`src/rtl/core/rcc_pkg.sv`:
```
package rcc_pkg;

	localparam int GAIN_TABLE_DEPTH = 256;
	localparam int IDX_W = $clog2(GAIN_TABLE_DEPTH);
	localparam int QUEUE_DEPTH = 4;
	localparam int QPTR_W = $clog2(QUEUE_DEPTH);

	localparam logic [63:0] Q30_ONE = 64'd1 << 30;
	localparam logic [63:0] PI_Q30 = 64'd3373259426;

	typedef enum logic [0:0] {
		REG_OVERLAP = 1'b0,
		REG_STEP    = 1'b1
	} reg_idx_t;

	typedef struct packed {
		logic signed [15:0] base_sample;
		logic signed [15:0] new_sample;
		logic               start_segment;
	} in_word_t;

	typedef struct packed {
		logic signed [15:0] mixed_sample;
		logic               in_overlap;
	} out_word_t;

	typedef struct packed {
		logic signed [15:0] base_sample;
		logic signed [15:0] new_sample;
		logic [IDX_W-1:0]   gain_idx;
		logic               in_overlap;
	} queue_word_t;

	typedef struct packed {
		logic [15:0] overlap_length;
		logic [15:0] phase_step;
	} cfg_t;

	typedef logic [16:0] rom_t [GAIN_TABLE_DEPTH];

	function automatic rom_t fade_rom_init();
		rom_t        rom;
		logic [63:0] a;
		logic [63:0] theta;
		logic [63:0] t2;
		logic [63:0] r;
		logic [63:0] x;
		logic [63:0] w;
		for (int i = 0; i < GAIN_TABLE_DEPTH; i++) begin
			if (2 * i <= GAIN_TABLE_DEPTH) begin
				a = 64'(i);
			end else begin
				a = 64'(GAIN_TABLE_DEPTH - i);
			end
			theta = (PI_Q30 * a) / GAIN_TABLE_DEPTH;
			t2 = (theta * theta) >> 30;
			r = Q30_ONE;
			x = ((t2 * r) >> 30) / 64'd90;
			r = (x >= Q30_ONE) ? 64'd0 : (Q30_ONE - x);
			x = ((t2 * r) >> 30) / 64'd56;
			r = (x >= Q30_ONE) ? 64'd0 : (Q30_ONE - x);
			x = ((t2 * r) >> 30) / 64'd30;
			r = (x >= Q30_ONE) ? 64'd0 : (Q30_ONE - x);
			x = ((t2 * r) >> 30) / 64'd12;
			r = (x >= Q30_ONE) ? 64'd0 : (Q30_ONE - x);
			x = ((t2 * r) >> 30) / 64'd2;
			r = (x >= Q30_ONE) ? 64'd0 : (Q30_ONE - x);
			if (2 * i <= GAIN_TABLE_DEPTH) begin
				w = (Q30_ONE + r + (64'd1 << 14)) >> 15;
			end else begin
				w = (Q30_ONE - r + (64'd1 << 14)) >> 15;
			end
			if (w > 64'd65536) begin
				w = 64'd65536;
			end
			rom[i] = w[16:0];
		end
		return rom;
	endfunction

	localparam rom_t FADE_ROM = fade_rom_init();

endpackage

```
`src/rtl/core/rcc_front.sv`:
```
module rcc_front (
	input  logic                 clk,
	input  logic                 arst_n,
	input  rcc_pkg::cfg_t        cfg,
	input  logic                 word_valid,
	input  rcc_pkg::in_word_t    word,
	input  logic                 queue_full,
	output logic                 push,
	output rcc_pkg::queue_word_t push_word
);
	import rcc_pkg::*;

	logic [15:0] count_q;
	logic [15:0] phase_q;
	logic [15:0] count_eff;
	logic [15:0] phase_eff;
	logic        hit;
	logic [31:0] phase_scaled;

	assign count_eff = word.start_segment ? 16'd0 : count_q;
	assign phase_eff = word.start_segment ? 16'd0 : phase_q;
	assign hit = count_eff < cfg.overlap_length;
	assign phase_scaled = {16'd0, phase_eff} * 32'(GAIN_TABLE_DEPTH);
	assign push = word_valid && !queue_full;

	always_comb begin
		push_word.base_sample = word.base_sample;
		push_word.new_sample = word.new_sample;
		push_word.gain_idx = phase_scaled[16 +: IDX_W];
		push_word.in_overlap = hit;
	end

	always_ff @(posedge clk or negedge arst_n) begin
		if (!arst_n) begin
			count_q <= '0;
			phase_q <= '0;
		end else if (push) begin
			if (hit) begin
				count_q <= count_eff + 16'd1;
				phase_q <= phase_eff + cfg.phase_step;
			end else begin
				count_q <= count_eff;
				phase_q <= phase_eff;
			end
		end
	end

endmodule

```
`config.mk`:
```
export PLATFORM = sky130hd
export DESIGN_NAME = rcc_front
export DESIGN_NICKNAME = d
export VERILOG_FILES = /design/src/rtl/core/rcc_pkg.sv /design/src/rtl/core/rcc_front.sv
export SDC_FILE = /design/constraint.sdc
export NUM_CORES = 1
export LEC_CHECK = 0
export ABC_AREA = 1
export ABC_CLOCK_PERIOD_IN_PS = 2300
export BUFFER_PORTS_ARGS = -buffer_cell sky130_fd_sc_hd__buf_2
export CORE_UTILIZATION = 50
export DETAILED_ROUTE_END_ITERATION = 10
export MAX_ROUTING_LAYER = met4
export PLACE_DENSITY_LB_ADDON = 0.05
export SYNTH_ARGS = -nofsm -noshare
export SYNTH_HDL_FRONTEND = slang
export SYNTH_SLANG_ARGS = --single-unit
```
`constraint.sdc`:
```
create_clock -name clk -period 2.3 [get_ports clk]
set_input_delay 0.115 -clock clk [delete_from_list [all_inputs] [get_ports clk]]
set_output_delay 0.115 -clock clk [all_outputs]
set_load 0.1 [all_outputs]
```
---- After elaboration in Yosys (flattened, before gate mapping) ----
Cells that the tools add are included.
operators by class
  $lt $le $gt $ge ......................... 1
  reductions and logical operators ........ 2
  add/subtract/negate cells ............... 2
  mux-type cells .......................... 4
operator list
  kind                     number
  $mux W16                 4
  $add A16 B1 Y16 const B  1
  $add A16 B16 Y16         1
  $lt A16 B16 Y1           1
  $logic_and A1 B1 Y1      1
  $logic_not A1 Y1         1
word-level totals
  input port bits ......................... 69
  output and inout bits ................... 42
  word-level logic and storage cells ...... 11
  register bits after elaboration ......... 32

---- Longest topological paths before layout ----
  depth after elaboration ................. 3
  depth in mapped cells ................... 19
  mapped depth without buffers ............ 17

---- Least setup slack after synthesis ----
Ideal clock, no wire load.
  kind .................................... input-to-reg
  from .................................... in word[0] (netlist bit)
  to ...................................... reg phase_q[15]
  required time ........................... 2.183 ns
  setup time .............................. 0.117 ns
  arrival time ............................ 2.995 ns
  path buffers ............................ 2
  path slack .............................. -0.811 ns
  stages .................................. 13
  cell sequence ........................... buf_6 > clkbuf_1 > nor2_1 > ha_1 > nand2_1 > nand2_1 > o21bai_1 > a21oi_1 > nand2_1 > nand2_1 > nand4_1 > nand2_1 > nand2_1
RTL lines
  item                  RTL line         source
  from (decl)           rcc_front.sv:6   input rcc_pkg::in_word_t word,
  to (signal assigned)  rcc_front.sv:40  phase_q <= phase_eff + cfg.phase_step;
  to (signal assigned)  rcc_front.sv:43  phase_q <= phase_eff;
  to (decl)             rcc_front.sv:14  logic [15:0] phase_q;

==> flow_summary.yaml <==
timing:
  min_period_over_period_pct: 92.1
  timing.fmax_mhz: 472
  setup_violations: 0
  fin_tns_setup_ns: 0
  slew_viol_final: 0
  skew_ns: 0.00898
  rsz0062_at_grt: "false"
  worstMarginPinSlew_ns: 0.780
  post-route-min-period_ns: 2.12
  slew_headroom_pct: 48.0
  hold_violations: 0
synth:
  synth_ff_type: "dfrtp_1"
  ys_top_cells_by_count: "186 x nand2_1, 86 x inv_1, 50 x nand3_1, 47 x nor2_1, 35 x buf_4"
  synthCells: 568
  synth_area_per_cell_um2: 6.54
  synth.top_cell.area_share_pct: 21.6
  synth_cell_types: 38
  synth.most_common_cell: "nand2_1"
  synth_largest_area_cell: "dfrtp_1"
  synth_seq_cells: 32
  syn_area_um2: 3710
  synthesis.nets: 668
  synth_seq_area_share_pct: 21.6
  synth_edf_count: 0
  synthTopCellsByArea: "dfrtp_1 22%, nand2_1 19%, ha_1 10%, inv_1 8.7%, buf_4 7.1%"
  yosys_warnings: 0
  ys_async_sr_fraction_pct: 100
clocking:
  numCtsBuffers: 5
  h-tree-depth: 2
  clk_root_buffer_cell: "clkbuf_8"
  clk_path_buf_depth: 2
  cts_num_sinks: 32
  clkLatencyLatePin_ns: 0.28
  cts_tree: "done"
  clkSlewWorstSetupHoldPaths_ns: 0.07
die:
  rows: 31
  dieArea_um2: 7780
  start_util_pct: 51.5
  die_w_um: 88.2
  core_region_area_um2: 7210
  die_y_um: 88.2
  ioPinCount: 111
global_routing:
  antenna_found_initial: 0
  grt.overflow.total: 0
  grt_pass1_vias: 3220
  grt_use_total_pct: 25.3
  grt_pass1_wl_um: 14800
  grt_max_degree: 33
worst_setup_path:
  required_ns: 2.18
  worst_path_max_delay_cell: "dfrtp_1"
  cp-end-kind: "output pin"
  arrival_ns: 2.00
  start_kind: "flip-flop"
  startpoint: "count_q[15]"
  crit_family: "buffers and inverters"
  worst_path_most_repeated_cell: "buf_12"
  critPathKind: "reg -> out"
  r2r-start: "count_q[12]"
  crit_path_max_fanout: 6
  crit_buf_inv: 4
  cp_cell_sequence: "inv_1, nor2_1, ha_1, nand2_2, o21bai_1, nand2_1, a21oi_4, buf_12, nand2_8, inv_4, buf_12"
  crit_path_max_incr_delay_ns: 0.38
finish:
  final_net_count: 692
  antenna_cells: 0
  final_util_pct: 57.0
  nFillCells: 758
  final_area_um2: 4110
  layout-drive-gt1-share_pct: 19.8
  area_delta_synth_final_pct: 10.6
drt:
  via_per_inst: 4.91
  wl_per_cell_um: 12.8
  firstDrtPassIters: 4
  antenna_left: 0
  detail_route.iter0.violations: 149
  finalWirelength_um: 8820
  drc: 0
  via_count: 3392
flow_run:
  max_cap_viol_count: 0
placed_design:
  io_buffers: 46
  dpl_cell_area_um2: 3900
  place.gp.congestion: 0.937
  dp_hpwl_um: 6650
pwr:
  vdd.ir_drop.worst_mv: 0.377
  p_per_area_nw_per_um2: 550
  p_leak_nw: 2.30
status:
  outcome: "finished clean"
worst_hold_path:
  hold_class: "in -> reg"
  hold_start: "queue_full"
path summary, 6_finish.rpt:
check                          endpoint  slack [ns]  cells after the start
max in group asynchronous   phase_q[10]        1.34                      2
hold reg to reg              phase_q[1]        0.48                      2
setup / recovery           push_word[0]        0.18                     11
setup reg to reg             phase_q[7]        0.21                     12
min in group asynchronous    count_q[6]        0.46                      2
hold / removal               count_q[2]        0.16                      4
worst register-to-register path, stage by stage, from the launching register on:
cell and delay (ns):
dfrtp_1 0.37, nand2_1 0.10, inv_1 0.06, ha_1 0.27, nand2_1 0.09, nor4_4 0.42
nand2_8 0.11, buf_4 0.18, buf_12 0.15, nand3_1 0.08, nand2_1 0.06, nand2_1 0.06
nand2_1 0.05
sequential cells by signal, summed over array words and instances, names as in the netlist:
signal / cells
count_q: 16
phase_q: 16
power by group:
group          total (W)  switching (W)  internal, W
combinational    0.00112       0.000743     0.000375
sequential      0.000729      0.0000656     0.000663
clock           0.000415       0.000209     0.000206
cell type report:
cell class / instances / area [um2] / area share [%]
multi-input cells: 400 / 2320 / 56.5
flip-flops and latches: 32 / 801 / 19.5
repair buffers: 65 / 440 / 10.7
inverters: 88 / 347 / 8.43
well taps: 99 / 124 / 3.01
clock buffers: 6 / 72.6 / 1.77
clock inverters: 1 / 5.00 / 0.122
cells in the final DEF, fill, tap and decap left out, drive strengths merged:
| master | Yosys | layout |
|---|---|---|
| nand4 | 8 | 8 |
| and2 | 1 | 1 |
| o21ai | 2 | 2 |
| clkbuf | 3 | 6 |
| clkinv | 1 | 2 |
| bufbuf | 0 | 1 |
| o21bai | 4 | 4 |
| nor3 | 3 | 3 |
| inv | 87 | 84 |
| nand3 | 55 | 55 |
| nor4 | 2 | 2 |
| nor2 | 49 | 49 |
| ha | 30 | 30 |
| o21a | 1 | 1 |
| xor2 | 15 | 15 |
| xnor2 | 4 | 4 |
| nand3b | 7 | 7 |
| a21oi | 16 | 16 |
| clkinvlp | 0 | 3 |
| a31oi | 1 | 1 |
| dfrtp | 32 | 32 |
| dlygate4sd3 | 0 | 1 |
| fa | 1 | 1 |
| buf | 45 | 63 |
| or2 | 1 | 1 |
| nand2 | 200 | 200 |
per-layer routing:
| layer | track usage, % | share of wire (%) | up-vias |
|---|---|---|---|
| met5 | - | 0 | - |
| met4 | 7.48 | 1.9 | 0 |
| met3 | 3.77 | 3.9 | 22 |
| met2 | 43.0 | 48 | 81 |
| met1 | 30.8 | 46 | 1520 |
| li1 | - | - | 1769 |
cells by family after synthesis:
| logic type | share of synthesized area [%] |
|---|---|
| fa+ha+maj | 10.6 |
| buf+inv | 18.7 |
| flops | 21.6 |
| compound gates | 3.91 |
| xor+xnor | 4.89 |
| simple gates | 40.3 |
metrics by stage:
step	std cells	hold WS, ns	setup WS (ns)	power, W
after detailed placement	673	0.231	0.0942	0.00185
after CTS	686	0.152	0.0386	0.00228
after global routing	691	0.157	0.0199	0.00246
final	691	0.160	0.181	0.00226
after global placement	673	0.231	0.144	0.00184
after floorplan	568	-0.181	0.00278	0.00187
what timing repair did:
item	CTS	global route
setup buffers	4	5
gates cloned	1	0
hold buffers	1	0
pin swaps	3	5
resized for setup	0	7
endpoints found under the setup margin	1	9
endpoints found under the hold margin	32	0
(Power assumes the default switching activity.)
