**src/rtl/core/rcc_pkg.sv**
```systemverilog
package rcc_pkg;

	localparam int GAIN_TABLE_DEPTH = 256;
	localparam int IDX_W = $clog2(GAIN_TABLE_DEPTH);
	localparam int QUEUE_DEPTH = 4;
	localparam int QPTR_W = $clog2(QUEUE_DEPTH);

	localparam logic [63:0] Q30_ONE = 64'd1 << 30;
	localparam logic [63:0] PI_Q30 = 64'd3373259426;

	typedef enum logic [0:0] {
		REG_OVERLAP = 1'b0,
		REG_STEP    = 1'b1
	} reg_idx_t;

	typedef struct packed {
		logic signed [15:0] base_sample;
		logic signed [15:0] new_sample;
		logic               start_segment;
	} in_word_t;

	typedef struct packed {
		logic signed [15:0] mixed_sample;
		logic               in_overlap;
	} out_word_t;

	typedef struct packed {
		logic signed [15:0] base_sample;
		logic signed [15:0] new_sample;
		logic [IDX_W-1:0]   gain_idx;
		logic               in_overlap;
	} queue_word_t;

	typedef struct packed {
		logic [15:0] overlap_length;
		logic [15:0] phase_step;
	} cfg_t;

	typedef logic [16:0] rom_t [GAIN_TABLE_DEPTH];

	function automatic rom_t fade_rom_init();
		rom_t        rom;
		logic [63:0] a;
		logic [63:0] theta;
		logic [63:0] t2;
		logic [63:0] r;
		logic [63:0] x;
		logic [63:0] w;
		for (int i = 0; i < GAIN_TABLE_DEPTH; i++) begin
			if (2 * i <= GAIN_TABLE_DEPTH) begin
				a = 64'(i);
			end else begin
				a = 64'(GAIN_TABLE_DEPTH - i);
			end
			theta = (PI_Q30 * a) / GAIN_TABLE_DEPTH;
			t2 = (theta * theta) >> 30;
			r = Q30_ONE;
			x = ((t2 * r) >> 30) / 64'd90;
			r = (x >= Q30_ONE) ? 64'd0 : (Q30_ONE - x);
			x = ((t2 * r) >> 30) / 64'd56;
			r = (x >= Q30_ONE) ? 64'd0 : (Q30_ONE - x);
			x = ((t2 * r) >> 30) / 64'd30;
			r = (x >= Q30_ONE) ? 64'd0 : (Q30_ONE - x);
			x = ((t2 * r) >> 30) / 64'd12;
			r = (x >= Q30_ONE) ? 64'd0 : (Q30_ONE - x);
			x = ((t2 * r) >> 30) / 64'd2;
			r = (x >= Q30_ONE) ? 64'd0 : (Q30_ONE - x);
			if (2 * i <= GAIN_TABLE_DEPTH) begin
				w = (Q30_ONE + r + (64'd1 << 14)) >> 15;
			end else begin
				w = (Q30_ONE - r + (64'd1 << 14)) >> 15;
			end
			if (w > 64'd65536) begin
				w = 64'd65536;
			end
			rom[i] = w[16:0];
		end
		return rom;
	endfunction

	localparam rom_t FADE_ROM = fade_rom_init();

endpackage

```
**src/rtl/core/rcc_queue.sv**
```systemverilog
module rcc_queue (
	input  logic                 clk,
	input  logic                 arst_n,
	input  logic                 push,
	input  rcc_pkg::queue_word_t push_word,
	output logic                 full,
	input  logic                 pop,
	output rcc_pkg::queue_word_t head,
	output logic                 empty
);
	import rcc_pkg::*;

	queue_word_t         mem_q [QUEUE_DEPTH];
	logic [QPTR_W-1:0]   wr_q;
	logic [QPTR_W-1:0]   rd_q;
	logic [QPTR_W:0]     fill_q;

	assign full = fill_q == (QPTR_W + 1)'(QUEUE_DEPTH);
	assign empty = fill_q == '0;
	assign head = mem_q[rd_q];

	always_ff @(posedge clk) begin
		if (push) begin
			mem_q[wr_q] <= push_word;
		end
	end

	always_ff @(posedge clk or negedge arst_n) begin
		if (!arst_n) begin
			wr_q <= '0;
			rd_q <= '0;
			fill_q <= '0;
		end else begin
			if (push) begin
				wr_q <= (wr_q == QPTR_W'(QUEUE_DEPTH - 1)) ? '0 : wr_q + 1'b1;
			end
			if (pop) begin
				rd_q <= (rd_q == QPTR_W'(QUEUE_DEPTH - 1)) ? '0 : rd_q + 1'b1;
			end
			if (push && !pop) begin
				fill_q <= fill_q + 1'b1;
			end else if (pop && !push) begin
				fill_q <= fill_q - 1'b1;
			end
		end
	end

endmodule

```
**config.mk**
```make
export PLATFORM = sky130hd
export DESIGN_NAME = rcc_queue
export DESIGN_NICKNAME = d
export VERILOG_FILES = /design/src/rtl/core/rcc_pkg.sv /design/src/rtl/core/rcc_queue.sv
export SDC_FILE = /design/constraint.sdc
export NUM_CORES = 1
export LEC_CHECK = 0
export BUFFER_PORTS_ARGS = -buffer_cell sky130_fd_sc_hd__buf_2
export CORE_ASPECT_RATIO = 0.9
export CORE_MARGIN = 2
export CORE_UTILIZATION = 45
export CTS_CLUSTER_SIZE = 14
export DETAILED_ROUTE_END_ITERATION = 16
export PLACE_DENSITY_LB_ADDON = 0.2
export SETUP_SLACK_MARGIN = 0.2
export SYNTH_ARGS = -nofsm -noshare
export SYNTH_HDL_FRONTEND = slang
export SYNTH_SLANG_ARGS = --single-unit
```
**constraint.sdc**
```tcl
create_clock -name clk -period 2.61 [get_ports clk]
set_clock_uncertainty 0.1 [all_clocks]
set_input_delay 0.522 -clock clk [delete_from_list [all_inputs] [get_ports clk]]
set_output_delay 0.522 -clock clk [all_outputs]
set_load 0.01 [all_outputs]
```
# Yosys cells after proc, flatten, opt, wreduce, memory -nomap -nowiden
# Memories as Yosys holds them, arrays and structs flattened.
# Cells that the tools add are included.
word_totals:
  reg_bits: 7
  ram_bits: 164
  input_bits: 45
  output_inout_bits: 43
  elab_cells: 23
  mem_count: 1
mem_list:
  columns: ["name", "depth", "word_bits", "read_ports", "rd_clocked_by_memory_dff", "wr", "line_no", "source"]
  rows:
  - ["mem_q", 4, 41, 1, 0, 1, "rcc_queue.sv:13", "queue_word_t mem_q [QUEUE_DEPTH];"]
op_classes:
  n_addsub: 4
  n_eq_ne: 3
  n_mux: 6
  n_reduce_logical: 6
op_table:
  columns: ["op", "n"]
  rows:
  - ["$mux 3", 2]
  - ["$add 2x1->2 const B", 2]
  - ["$eq 2x2->1 const B", 2]
  - ["$mux 2", 2]
  - ["$add 3x1->3 const B", 1]
  - ["$eq 3x3->1 const B", 1]
  - ["$logic_not 3->1", 1]
  - ["$sub 3x1->3 const B", 1]
  - ["$logic_and 1x1->1", 2]
  - ["$logic_not 1->1", 2]
  - ["$mux 1", 2]
  - ["$reduce_bool 2->1", 1]

# Logic depth before layout (Yosys ltp)
depth:
  depth_word: 4
  mapped_depth: 7
  mapped_depth_nobuf: 7

# Worst setup path before layout
# Ideal clock, no wire load.
synth_path:
  path_kind: "flip-flop to flip-flop"
  from: "register wr_q[0]"
  to: "memory mem_q[2][0] (netlist bit) (enable)"
  arrival_ns: 1.615
  slack_ns: 0.493
  stages_incl_launch_ff: 4
  n_path_buf: 0
  period_less_slack_ns: 2.117
  cell_sequence: "dfrtp_1 -> inv_1 -> ha_1 -> and2_1"
synth_rtl:
  columns: ["item", "line_no", "source"]
  rows:
  - ["start: declaration", "rcc_queue.sv:14", "logic [QPTR_W-1:0] wr_q;"]
  - ["start signal: assignment", "rcc_queue.sv:35", "wr_q <= (wr_q == QPTR_W'(QUEUE_DEPTH - 1)) ? '0 : wr_q + 1'b1;"]
  - ["end: declaration", "rcc_queue.sv:13", null]
# No word-level cell before the write port.

==> run_results.csv <==
group,metric,value,unit
clock_tree,clockBufferDepth,2,
sta,fin_tns_setup,0,ns
worst_setup_path,endpoint_kind,"primary output",
layout,final_nets,423,
synth,synth_seq_area_share,79.86,%
layout,layout_common_cells,"edfxtp_1 (164), buf_2 (57), mux4_2 (39)",
global_route,grt_pass1_wl,16.34,mm
worst_setup_path,critPathKind,"reg -> out",
global_route,gr-max-usage-layer,"met2",
floorplanning,start_util,45.77,%
min_path,hold_path.class,"in -> reg",
sta,worst_pin_slew,0.4137,ns
global_route,grtUsageMet3,5.409,%
worst_setup_path,r2r_start,"wr_q[0]",
sta,hold_viol_final,0,
global_route,grt_pass1_vias,2893,
global_route,grt_usage,15.44,%
synth,ys_warn_count,0,
worst_setup_path,required,1.99,ns
worst_setup_path,r2r_setup_slack,0.85,ns
clock_tree,cts_buffers,17,
routing,viasPerCell,4.998,
layout,fillers,1051,
floorplanning,rows,41,
routing,wl_per_cell,19.49,µm
sta,slew_headroom,72.42,%
routing,vias,2879,
floorplanning,dieArea,15160,µm²
clock_tree,clk_pin_slew,0.06,ns
sta,rsz0062_at_grt,"true",
clock_tree,ctsRootBufferMaster,"clkbuf_16",
layout,diodes,0,
sta,slew_violations,0,
worst_setup_path,rr_worst_depth,4,
floorplanning,core,13950,µm²
sta,fmax,410.8,MHz
global_route,gr-usage-met1,19.90,%
outcome,status,"finished, final reports clean",
clock_tree,cts_max_level,4,
worst_setup_path,reg2reg_to,"mem_q[0][24]",
placement,dp_hpwl,6.486,mm
synth,synth_cell_types,20,
sta,min_period,2.434,ns
layout,syn2layout_area_growth,25.16,%
routing,drc_errors,0,
routing,drt_wl_total,11.23,mm
worst_setup_path,cp-start-kind,"flip-flop",
synth,synth-seq-cells,171,
routing,drtIter0Drc,162,
placement,gp_congestion,0.6769,
synth,synthCells,252,
power_and_ir_drop,p_leak,2.795,nW
sta,period_share,93.26,%
global_route,grt.overflow.total,0,
clock_tree,tritoncts,"built",
global_route,met2_usage,24.82,%
worst_setup_path,crit_start,"rd_q[0]",
power_and_ir_drop,post-layout-total-power,8.996,mW
sta,setup_violations,0,
floorplanning,fp.dieH,117.0,µm
power_and_ir_drop,peakVddDrop,0.0006159,V
routing,drtPass1Iterations,4,
global_route,grt_max_degree,35,
floorplanning,io_pins,88,
job,max_cap_violations,0,
worst_setup_path,crit_end,"head[7]",
synth,syn_nets,304,
clock_tree,cts.sinks,171,
power_and_ir_drop,pwr_density_cell,1126,nW/µm²
layout,drive_above_1_share,47.00,%
worst_setup_path,crit_arrival,1.81,ns
global_route,antenna_found_initial,0,
sta,whs,0.2194,ns
floorplanning,die_w,129.6,µm
placement,port_buffers,87,
clock_tree,clk_latency,0.41,ns
layout,final_common_cell,"edfxtp_1",
worst_setup_path,crit_fanout,8,
routing,ant_nets,0,
synth,syn_avg_cell_area,25.34,µm²
synth,syn_area,6386,µm²
-- worst min path at each step --
stage,from,end,slack (ns),cells past startpoint
CTS,push_word[21],mem_q[3][21],0.20,1
finish,push_word[10],mem_q[3][10],0.22,1
global route,push_word[11],mem_q[2][11],0.21,1
detailed placement,arst_n,fill_q[2],0.27,1
floorplan,arst_n,fill_q[0],0.13,0
global placement,arst_n,fill_q[2],0.27,1
-- flip-flops by register name (all words and copies together) (netlist names) --
signal / flops
fill_q: 3
rd_q: 2
wr_q: 2
mem_q: 164
-- power by group --
part	total, mW	switching (mW)	leakage (nW)	internal (mW)
Clock	2.20	0.915	0.243	1.29
Combinational	3.12	1.38	0.965	1.74
Sequential	3.67	0.139	1.59	3.53
Total	9.00	2.43	2.80	6.56
-- synthesized netlist by cell type, drive strengths merged --
cell    instances  area share, %
nand2           2           0.12
inv             4           0.24
nor3            1          0.078
nor2            3           0.18
nor3b           1           0.12
ha              6            1.2
dfrtp           7            2.7
edfxtp        164             77
xnor2           1           0.14
buf             9            1.7
mux2            3           0.53
fa              1           0.31
o21ai           2           0.16
mux4           41             15
clkbuf          1          0.059
and2            4           0.39
xor2            2           0.27
-- layout make-up --
type	instances	area, µm²	share of cell area [%]
sequential	171	5105	63.87
inverter	4	15.01	0.1879
multi-input combinational	67	1157	14.48
tap	193	241.5	3.021
timing repair buffer	110	955.9	11.96
clock buffer	21	440.4	5.510
clock inverter	10	77.57	0.9706
-- routing by layer --
| layer | up-vias | part of all wire (%) |
|---|---|---|
| met2 | 77 | 49 |
| met4 | 0 | 1.2 |
| met1 | 1485 | 44 |
| met5 | - | 0 |
| li1 | 1306 | - |
| met3 | 11 | 5.3 |
-- cells by family (layout without fill, tap and decap cells) --
logic type | after synthesis | in the layout | share of synthesized area (%)
and+or+nand+nor | 11 | 11 | 0.8816
xor gates and xnor gates | 3 | 3 | 0.4115
DFF | 171 | 171 | 79.86
muxes | 44 | 44 | 15.16
buffers and inverters | 14 | 145 | 2.038
AOI/OAI and AO/OA | 2 | 2 | 0.1567
adders and majority gates | 7 | 7 | 1.489
-- per-stage QoR --
step | util (%) | setup slack, ns | instance area (µm²) | cells
3_5_place_dp | 50.76 | 0.3006 | 7083 | 532
5_1_grt | 57.28 | 0.1048 | 7993 | 576
4_1_cts | 55.89 | 0.1344 | 7799 | 573
3_3_place_gp | 50.76 | 0.3199 | 7083 | 532
2_1_floorplan | - | 0.4932 | 6386 | 252
6_report | 57.28 | 0.1760 | 7993 | 576
-- repair_timing --
item	4_1_cts	5_1_grt
resized for setup	18	28
cloned	1	1
setup endpoints to repair	41	41
endpoints found under the hold margin	7	0
hold buffers	1	0
setup buffers	8	2
-- worst max-delay path, stage by stage (launching register included) --
cell and delay (ns):
dfrtp_4 0.44, buf_6 0.13, buf_12 0.15, mux4_2 0.53, buf_6 0.14
Note: power is estimated with default switching activity, not from simulation.
